<file path="src/rtl/qsg_pkg.sv">
// Shared types, opcodes, pose tables and waveform functions for the
// quadruped servo gait generator. No dependencies.
`default_nettype none
package qsg_pkg;

  localparam int NumLegs  = 4;
  localparam int PosW     = 12;
  localparam int PhaseW   = 7;
  localparam int SlewW    = 8;
  localparam int OpW      = 4;
  localparam int CfgIdxW  = 3;
  localparam int CfgDataW = 12;

  localparam logic [PhaseW-1:0] PhaseSteps = 7'd100;
  localparam logic [PosW-1:0]   MidPos     = 12'd750;
  localparam logic [PosW-1:0]   InvertBase = 12'd1500;

  // Opcodes
  localparam logic [OpW-1:0] OP_HOLD   = 4'd0;
  localparam logic [OpW-1:0] OP_FWD    = 4'd1;
  localparam logic [OpW-1:0] OP_BACK   = 4'd2;
  localparam logic [OpW-1:0] OP_LEFT   = 4'd3;
  localparam logic [OpW-1:0] OP_RIGHT  = 4'd4;
  localparam logic [OpW-1:0] OP_DANCE  = 4'd5;
  localparam logic [OpW-1:0] OP_SIT    = 4'd6;
  localparam logic [OpW-1:0] OP_SLEEP  = 4'd7;
  localparam logic [OpW-1:0] OP_CENTRE = 4'd8;
  localparam logic [OpW-1:0] OP_SET    = 4'd9;

  // Configuration register indexes
  localparam logic [CfgIdxW-1:0] REG_GAIT_SLEW    = 3'd0;
  localparam logic [CfgIdxW-1:0] REG_POSE_SLEW    = 3'd1;
  localparam logic [CfgIdxW-1:0] REG_INVERT_MASK  = 3'd2;
  localparam logic [CfgIdxW-1:0] REG_PHASE_LAG    = 3'd3;
  localparam logic [CfgIdxW-1:0] REG_MAX_POSITION = 3'd4;

  typedef logic [NumLegs-1:0][PosW-1:0] leg_vec_t;

  typedef struct packed {
    logic [SlewW-1:0]   gait_slew;
    logic [SlewW-1:0]   pose_slew;
    logic [NumLegs-1:0] invert_mask;
    logic [PhaseW-1:0]  phase_lag;
    logic [PosW-1:0]    max_position;
  } cfg_t;

  // Legs ordered front left, front right, rear left, rear right.
  localparam leg_vec_t SitPose   = {12'd250, 12'd1250, 12'd750,  12'd750};
  localparam leg_vec_t SleepPose = {12'd250, 12'd1250, 12'd1250, 12'd250};

  // Sum of a phase and an offset below 100, wrapped into 0..99.
  function automatic logic [PhaseW-1:0] add_mod100(input logic [PhaseW-1:0] t,
                                                   input logic [PhaseW-1:0] k);
    logic [PhaseW:0] s;
    s = {1'b0, t} + {1'b0, k};
    return (s >= {1'b0, PhaseSteps}) ? PhaseW'(s - {1'b0, PhaseSteps}) : s[PhaseW-1:0];
  endfunction

  // Fast drop from 1050 to 450 over ten steps, then a slow climb back.
  function automatic logic [PosW-1:0] wave_fwd(input logic [PhaseW-1:0] t);
    logic [PosW-1:0] tw;
    tw = PosW'(t);
    return (t < 7'd10) ? (12'd1050 - tw * 12'd60) : (12'd450 + (tw - 12'd10) * 12'd6);
  endfunction

  function automatic logic [PosW-1:0] wave_back(input logic [PhaseW-1:0] t);
    logic [PosW-1:0] tw;
    tw = PosW'(t);
    return (t < 7'd10) ? (12'd450 + tw * 12'd60) : (12'd1050 - (tw - 12'd10) * 12'd6);
  endfunction

endpackage
`default_nettype wire

</file>
<file path="src/rtl/quad_servo_gait_generator.sv">
// Top level of the quadruped servo gait generator: input and result
// registers, leg and phase state, configuration. Uses qsg_pkg, qsg_target, qsg_slew.
`default_nettype none
// Usage:
// Each word on the s_ channel is one control tick carrying an opcode, a leg
// channel and a position value. Every accepted tick produces exactly one word
// on the m_ channel holding the four leg compare values, the gait phase and
// the pose-done flag, all as they stand after that tick.
// Configuration registers (slews, invert mask, phase lag, position clamp) are written
// through cfg_we/cfg_index/cfg_data; the user must do so only while no tick is in
// flight, as the block does not enforce it; indexes above the last register are ignored.
// A tick accepted into the input register moves on to the result register once
// that register is empty or its word is being taken; its word is then offered on m_.
// Throughput: one tick per cycle while the receiver takes every word; the whole
// update is one pass of logic between the input register and the result register,
// with the leg state updated at the same edge the result is loaded.
// When the receiver stalls, the result register holds its word and the input
// register still takes one more tick; after that s_tready falls until the
// result is taken.
// Reset puts every leg at 750, the phase at 0 and all registers at their
// default values, and empties both stages.
module quad_servo_gait_generator (
  input  wire logic        clk,
  input  wire logic        rst,
  input  wire logic        s_tvalid,
  output logic             s_tready,
  // opcode[3:0], channel[5:4], value[17:6], zero pad[23:18]
  input  wire logic [23:0] s_tdata,
  output logic             m_tvalid,
  input  wire logic        m_tready,
  // pos_front_left[11:0], pos_front_right[23:12], pos_rear_left[35:24],
  // pos_rear_right[47:36], phase[54:48], pose_done[55]
  output logic [55:0]      m_tdata,
  input  wire logic        cfg_we,
  input  wire logic [qsg_pkg::CfgIdxW-1:0]  cfg_index,
  input  wire logic [qsg_pkg::CfgDataW-1:0] cfg_data
);
  import qsg_pkg::*;

  cfg_t cfg;

  // Input stage
  logic              in_valid;
  logic [OpW-1:0]    in_opcode;
  logic [1:0]        in_channel;
  logic [PosW-1:0]   in_value;

  // Kept state
  leg_vec_t          leg_position;
  logic [PhaseW-1:0] gait_phase;

  leg_vec_t          leg_position_next;
  logic [PhaseW-1:0] gait_phase_next;
  logic              pose_done_next;

  leg_vec_t           target;
  logic [SlewW-1:0]   step;
  leg_vec_t           slewed;
  logic [NumLegs-1:0] off_target;
  logic               is_gait;
  logic               is_pose;
  logic [PosW-1:0]    set_value;
  logic               advance;

  assign advance  = in_valid && (!m_tvalid || m_tready);
  assign s_tready = !in_valid || advance;

  always_ff @(posedge clk) begin
    if (rst) begin
      cfg.gait_slew    <= 8'd30;
      cfg.pose_slew    <= 8'd10;
      cfg.invert_mask  <= 4'd10;
      cfg.phase_lag    <= 7'd50;
      cfg.max_position <= 12'd2500;
    end else if (cfg_we) begin
      case (cfg_index)
        REG_GAIT_SLEW:    cfg.gait_slew    <= cfg_data[SlewW-1:0];
        REG_POSE_SLEW:    cfg.pose_slew    <= cfg_data[SlewW-1:0];
        REG_INVERT_MASK:  cfg.invert_mask  <= cfg_data[NumLegs-1:0];
        REG_PHASE_LAG:    cfg.phase_lag    <= cfg_data[PhaseW-1:0];
        REG_MAX_POSITION: cfg.max_position <= cfg_data[PosW-1:0];
        default: ;
      endcase
    end
  end

  // Input register: takes a new tick whenever it is empty or its content moves on.
  always_ff @(posedge clk) begin
    if (rst) begin
      in_valid <= 1'b0;
    end else if (s_tready) begin
      in_valid <= s_tvalid;
    end
  end

  always_ff @(posedge clk) begin
    if (s_tready && s_tvalid) begin
      in_opcode  <= s_tdata[3:0];
      in_channel <= s_tdata[5:4];
      in_value   <= s_tdata[17:6];
    end
  end

  qsg_target u_target (
    .opcode (in_opcode),
    .phase  (gait_phase),
    .cfg    (cfg),
    .target (target),
    .step   (step)
  );

  for (genvar g = 0; g < NumLegs; g++) begin : g_leg
    qsg_slew u_slew (
      .cur        (leg_position[g]),
      .target     (target[g]),
      .step       (step),
      .pos_next   (slewed[g]),
      .off_target (off_target[g])
    );
  end

  always_comb begin
    is_gait   = (in_opcode >= OP_FWD) && (in_opcode <= OP_DANCE);
    is_pose   = (in_opcode == OP_SIT) || (in_opcode == OP_SLEEP);
    set_value = (in_value > cfg.max_position) ? cfg.max_position : in_value;

    leg_position_next = leg_position;
    gait_phase_next   = gait_phase;
    pose_done_next    = 1'b0;

    if (is_gait) begin
      leg_position_next = slewed;
      gait_phase_next   = (gait_phase == PhaseSteps - 7'd1) ? '0 : gait_phase + 7'd1;
    end else if (is_pose) begin
      leg_position_next = slewed;
      pose_done_next    = (off_target == '0);
    end else if (in_opcode == OP_CENTRE) begin
      leg_position_next = {NumLegs{MidPos}};
    end else if (in_opcode == OP_SET) begin
      leg_position_next[in_channel] = set_value;
    end
  end

  // State and result register load together when a tick moves on.
  always_ff @(posedge clk) begin
    if (rst) begin
      leg_position <= {NumLegs{MidPos}};
      gait_phase   <= '0;
      m_tvalid     <= 1'b0;
    end else if (advance) begin
      leg_position <= leg_position_next;
      gait_phase   <= gait_phase_next;
      m_tvalid     <= 1'b1;
    end else if (m_tready) begin
      m_tvalid     <= 1'b0;
    end
  end

  always_ff @(posedge clk) begin
    if (advance) begin
      m_tdata <= {pose_done_next, gait_phase_next, leg_position_next[3],
                  leg_position_next[2], leg_position_next[1], leg_position_next[0]};
    end
  end

endmodule
`default_nettype wire

</file>
<file path="src/rtl/qsg_target.sv">
// Target selection: per-leg gait waveform targets or fixed pose targets,
// and the slew step for the current opcode. Uses qsg_pkg.
`default_nettype none
module qsg_target (
  input  wire logic [qsg_pkg::OpW-1:0]    opcode,
  input  wire logic [qsg_pkg::PhaseW-1:0] phase,
  input  wire qsg_pkg::cfg_t              cfg,
  output qsg_pkg::leg_vec_t               target,
  output logic [qsg_pkg::SlewW-1:0]       step
);
  import qsg_pkg::*;

  logic [PhaseW-1:0]              lag_mod;
  logic [PhaseW-1:0]              phase_b;
  logic [NumLegs-1:0][PhaseW-1:0] leg_t;
  logic [NumLegs-1:0]             leg_back;
  logic [NumLegs-1:0][PosW-1:0]   wave;

  always_comb begin
    lag_mod = (cfg.phase_lag >= PhaseSteps) ? (cfg.phase_lag - PhaseSteps) : cfg.phase_lag;
    phase_b = (phase >= lag_mod) ? (phase - lag_mod) : (phase + PhaseSteps - lag_mod);
  end

  // Time base and waveform direction of each leg.
  always_comb begin
    leg_t = {phase, phase_b, phase_b, phase};
    case (opcode)
      OP_FWD:   leg_back = 4'b0000;
      OP_BACK:  leg_back = 4'b1111;
      OP_LEFT:  leg_back = 4'b0101;
      OP_RIGHT: leg_back = 4'b1010;
      OP_DANCE: begin
        leg_back = 4'b1100;
        leg_t = {add_mod100(phase, 7'd75), add_mod100(phase, 7'd50),
                 add_mod100(phase, 7'd25), phase};
      end
      default:  leg_back = 4'b0000;
    endcase
  end

  always_comb begin
    for (int i = 0; i < NumLegs; i++) begin
      wave[i] = leg_back[i] ? wave_back(leg_t[i]) : wave_fwd(leg_t[i]);
      if (cfg.invert_mask[i]) begin
        wave[i] = InvertBase - wave[i];
      end
    end
  end

  always_comb begin
    case (opcode)
      OP_SIT: begin
        target = SitPose;
        step   = cfg.pose_slew;
      end
      OP_SLEEP: begin
        target = SleepPose;
        step   = cfg.pose_slew;
      end
      default: begin
        target = wave;
        step   = cfg.gait_slew;
      end
    endcase
  end

endmodule
`default_nettype wire

</file>
<file path="src/rtl/qsg_slew.sv">
// One leg's slew limiter: moves a position toward its target by at most
// one step without overshoot. Uses qsg_pkg.
`default_nettype none
module qsg_slew (
  input  wire logic [qsg_pkg::PosW-1:0]  cur,
  input  wire logic [qsg_pkg::PosW-1:0]  target,
  input  wire logic [qsg_pkg::SlewW-1:0] step,
  output logic [qsg_pkg::PosW-1:0]       pos_next,
  output logic                           off_target
);
  import qsg_pkg::*;

  logic [PosW:0]   up;
  logic [PosW-1:0] diff;

  always_comb begin
    up         = {1'b0, cur} + (PosW+1)'(step);
    diff       = cur - target;
    off_target = (cur != target);
    if (cur < target) begin
      pos_next = (up > {1'b0, target}) ? target : up[PosW-1:0];
    end else if (cur > target) begin
      pos_next = (diff > PosW'(step)) ? (cur - PosW'(step)) : target;
    end else begin
      pos_next = cur;
    end
  end

endmodule
`default_nettype wire

</file>
<file path="config.mk">
export PLATFORM = sky130hd
export DESIGN_NAME = quad_servo_gait_generator
export DESIGN_NICKNAME = d
export VERILOG_FILES = /design/src/rtl/qsg_pkg.sv /design/src/rtl/quad_servo_gait_generator.sv /design/src/rtl/qsg_target.sv /design/src/rtl/qsg_slew.sv
export SDC_FILE = /design/constraint.sdc
export NUM_CORES = 1
export LEC_CHECK = 0
export ABC_AREA = 1
export BUFFER_PORTS_ARGS = -buffer_cell sky130_fd_sc_hd__buf_4
export CAP_MARGIN = 5
export CORE_ASPECT_RATIO = 0.6
export CORE_UTILIZATION = 30
export DETAILED_ROUTE_END_ITERATION = 10
export SYNTH_ARGS = -nofsm -noshare
export SYNTH_HDL_FRONTEND = slang
export SYNTH_SLANG_ARGS = --single-unit
</file>
<file path="constraint.sdc">
create_clock -name clk -period 8.1 [get_ports clk]
set_input_delay 1.215 -clock clk [delete_from_list [all_inputs] [get_ports clk]]
set_output_delay 1.215 -clock clk [all_outputs]
set_load 0.05 [all_outputs]
</file>
==> results.md <==
Place:
- The number of placed cells counting well taps is approximately 5.4k.
- The post-place setup slack is -0.3496 ns.
- The congestion estimate from routability-driven global placement came to between 0.9 and 1.
- The count of buffers from port buffering is 95.
- The detailed placer's ending HPWL is 77.74 mm.
- Once placement finished, the instance area stood at a little over 0.03 mm2.

Yosys:
- The most instantiated library cell after synthesis is nand2_1.
- Counting instances in the post-synthesis netlist gives the leading cell types as 840 x nand2_1, 544 x inv_1, 357 x a21oi_1.
- The synthesized area per cell is 6.717 um2.
- Of the post-synthesis cell area, the dominant cell type holds 0.1696.
- The post-synthesis net count is approximately 4.3k.
- Counting every instance in the synthesized netlist gives slightly below 4k.
- Of all flip-flops after synthesis, the portion carrying an async set or reset was 0.
- For this run, the number of Yosys warnings is 0.
- Summing every instance area after synthesis gives between 0.02 and 0.03 mm2.
- Yosys mapped a number of flops with a built-in enable equal to 74.
- The cell taking the most area after synthesis is ha_1.
- The sequential fraction of the synthesis area is 0.1587.
- Ranked by total cell area, the synthesized netlist is headed by ha_1 17%, nand2_1 12%, edfxtp_1 8.5%, inv_1 7.8%, dfxtp_1 7.4%.
- The number of library cell types mapped by synthesis is 70.
- The dominant synthesized flop cell is dfxtp_1.
- The number of flip-flops and latches in the synthesized netlist is 170.

Critical path:
- The largest stage delay on the critical path is roughly 0.54 ns.
- The master of the slowest instance on the critical path is fa_1.
- The worst setup path category is register to register.
- STA classifies the critical path startpoint as a register.
- The most numerous cell type found on the critical path is nand2_2.
- The element type at the critical path end is a register.
- Along the worst path, the maximum fanout reaches 6.
- Data on the critical path is required at its endpoint by around 8.4 ns.
- For the worst setup path, the data arrival time is around 8.5 ns.

Detailed routing:
- Dividing the detail-routed via count by the number of cells gives 5.114.
- The iteration count of the initial detailed-routing pass is 8.
- The detailed router placed 28.32k vias in this run.
- The mean routed wirelength per cell is roughly 18 um.
- After detailed routing, the number of remaining DRC violations is 1.
- The remaining antenna violation count after routing is 0.
- In this run, the number of DRC markers left after iteration 0 of detailed routing was approximately 2.5k.
- The aggregate routed wire length is around 98 mm.

Timing:
- Between clock sinks in the finished design, the worst skew comes to approximately 0.019 ns.
- The final hold violation count is 0.
- After layout, the worst setup slack is -0.03200 ns.
- Setup violations remaining at the end of the flow were counted as 1.
- In this run the tightest slew margin relative to its limit is 0.1345.
- The total count of max-transition violations in the final report was 0.
- The minimum clock period after layout is 8.132 ns.
- The top achievable clock speed is 123.0 MHz.
- Setup repair after global routing could not meet its margin everywhere.
- In the finished design, the share of the clock period the worst path needs comes to 1.004.
- The pin slew with the least headroom to its limit is roughly 1.3 ns.

Final layout:
- The layout has ~9k filler cells.
- The finished layout cell area is between 0.03 and 0.04 mm2.
- The number of diodes added for antenna fixing is 0.
- At the end of the flow the core is filled with cells to 0.3963.
- The net count of the finished layout is 4836.
- The share of post-route cells with drive strength above 1 is 0.2501.
- Summing all multi-input logic gate instances after layout gives roughly 0.021 mm2.
- Leaving out filler cells and counting taps, the final layout contains 5538.
- The sequential cells in the finished layout cover a total of 0.004148 mm2.
- Relative to the synthesized area, the layout overhead comes to 30.31%.

Clock tree:
- The number of buffers added to fix hold violations after cts is 0.
- The number of clock buffers inserted by TritonCTS is 17.
- The TritonCTS clock tree is done.
- The number of sinks handled by clock tree synthesis is between 150 and 200.
- Clock tree synthesis selected as its root buffer the cell clkbuf_16.
- The insertion delay of the later-clocked pin in the worst-skew pair is 0.51 ns.
- The maximum count of clock buffers along a single path is 2.
- The clock transition at the registers of the reported paths is 0.09 ns.
- The H-tree generated during clock tree synthesis spans 4 levels.

GRT:
- The total track usage is 0.2145.
- The initial antenna violation count was 1.
- Entering global routing, the biggest net connects 71 pins.
- After global routing the overflow that remains totals 0.
- The first global-routing pass estimated 147.7 mm of wire.
- The via count of the first global-routing pass is 25.52k.

Floorplan:
- The core region is between 0.08 and 0.09 mm2.
- The top-level I/O count is between 100 and 150.
- The floorplan has 83 rows.
- For this configuration, the core starts out at a cell density of 0.3041.
- The chip height is 230.6 um.
- The die boundary width is around 380 um.
- The die covers about 0.088 mm2.

Outcome:
- The flow ran to the end, but the final reports show violations.
- The checks that failed: design-rule violations, negative setup slack.

Hold path:
- The kind of path behind the tightest hold check is register to register.

Flow run:
- The count of maximum capacitance violations is 0.
[layout make-up]
cell class,count,share of cell area
clock buffers,18,0.01261
repair buffers,564,0.1282
clock inverters,14,0.005000
inverters,583,0.06507
well taps,1147,0.04217
flip-flops and latches,170,0.1219
multi-input cells,3042,0.6251
[timing repair]
action	CTS	global route
endpoints found under the hold margin	0	0
cloned	2	0
pin swaps	30	157
setup buffers	12	50
resized for setup	101	381
setup endpoints to repair	61	87
[layout by cell type, fill, tap and decap left out, types with 22 or more instances in the layout]
master and count:
o21ai_1 77, nand3_1 212, o21bai_1 33, nand2_4 22
nor2_2 24, ha_4 35, nor2_1 213, buf_6 22
a21oi_2 44, nand2_1 775, nand2_2 83, edfxtp_1 74
nor3_1 34, ha_1 313, inv_2 63, xor2_1 141
o21ai_0 193, buf_4 538, xnor2_1 30, nand3_2 36
o211ai_1 59, dfxtp_1 93, inv_1 505, nand4_1 35
a21oi_1 315, fa_1 57
[path summary, 6_finish.rpt]
| kind | start | to | slack [ns] | cells after the start |
|---|---|---|---|---|
| setup / recovery | cfg[15] | m_tdata[33] | -0.03 | 55 |
| hold / removal | cfg[35] | cfg[35] | 0.46 | 2 |
| setup reg to reg | cfg[15] | m_tdata[33] | -0.03 | 55 |
| hold reg to reg | cfg[35] | cfg[35] | 0.46 | 2 |
[state kept, by name, indices dropped and copies added (netlist names)]
register / count
m_tdata: 56
leg_position: 48
cfg: 39
in_value: 12
gait_phase: 7
in_opcode: 4
in_channel: 2
in_valid: 1
m_tvalid: 1
[critical path: cells and delay by family (launching register included)]
family                   cells  cell delay [ns]
AND/OR/NAND/NOR             27             2.65
XOR/XNOR                     2             0.36
buffers and inverters       14             1.41
flip-flops                   1             0.33
AO/OA/AOI/OAI                7             1.30
adder cells (fa/ha/maj)      5             1.86
[kinds of logic (layout without fill, tap and decap cells)]
kind of cell    after synthesis  after routing  share of synthesized area
buf+inv                     676           1179                    0.09984
xor+xnor                    194            194                    0.06750
fa+ha+maj                   414            414                     0.2156
flops                       170            170                     0.1587
simple gates               1534           1534                     0.2576
compound gates              900            900                     0.2008
[metrics by stage]
step	TNS [ns]	hold slack, ns
finish	-0.03200	0.4569
global route	-10.52	0.4733
floorplan	0	0.4214
CTS	-0.03618	0.4565
detailed placement	-13.01	0.4347
global placement	-5.687	0.4331
[metal layers]
layer  vias to the layer above  share of wire  GRT usage
met5                         -              0          0
met4                         0          0.014    0.03575
met3                       108           0.10    0.05746
met2                      1086           0.38     0.2888
met1                     13160           0.50     0.3340
li1                      13970              -          -
Power is not shown: default switching activity piles up to over one toggle a cycle in this logic, so the estimate is an artifact.
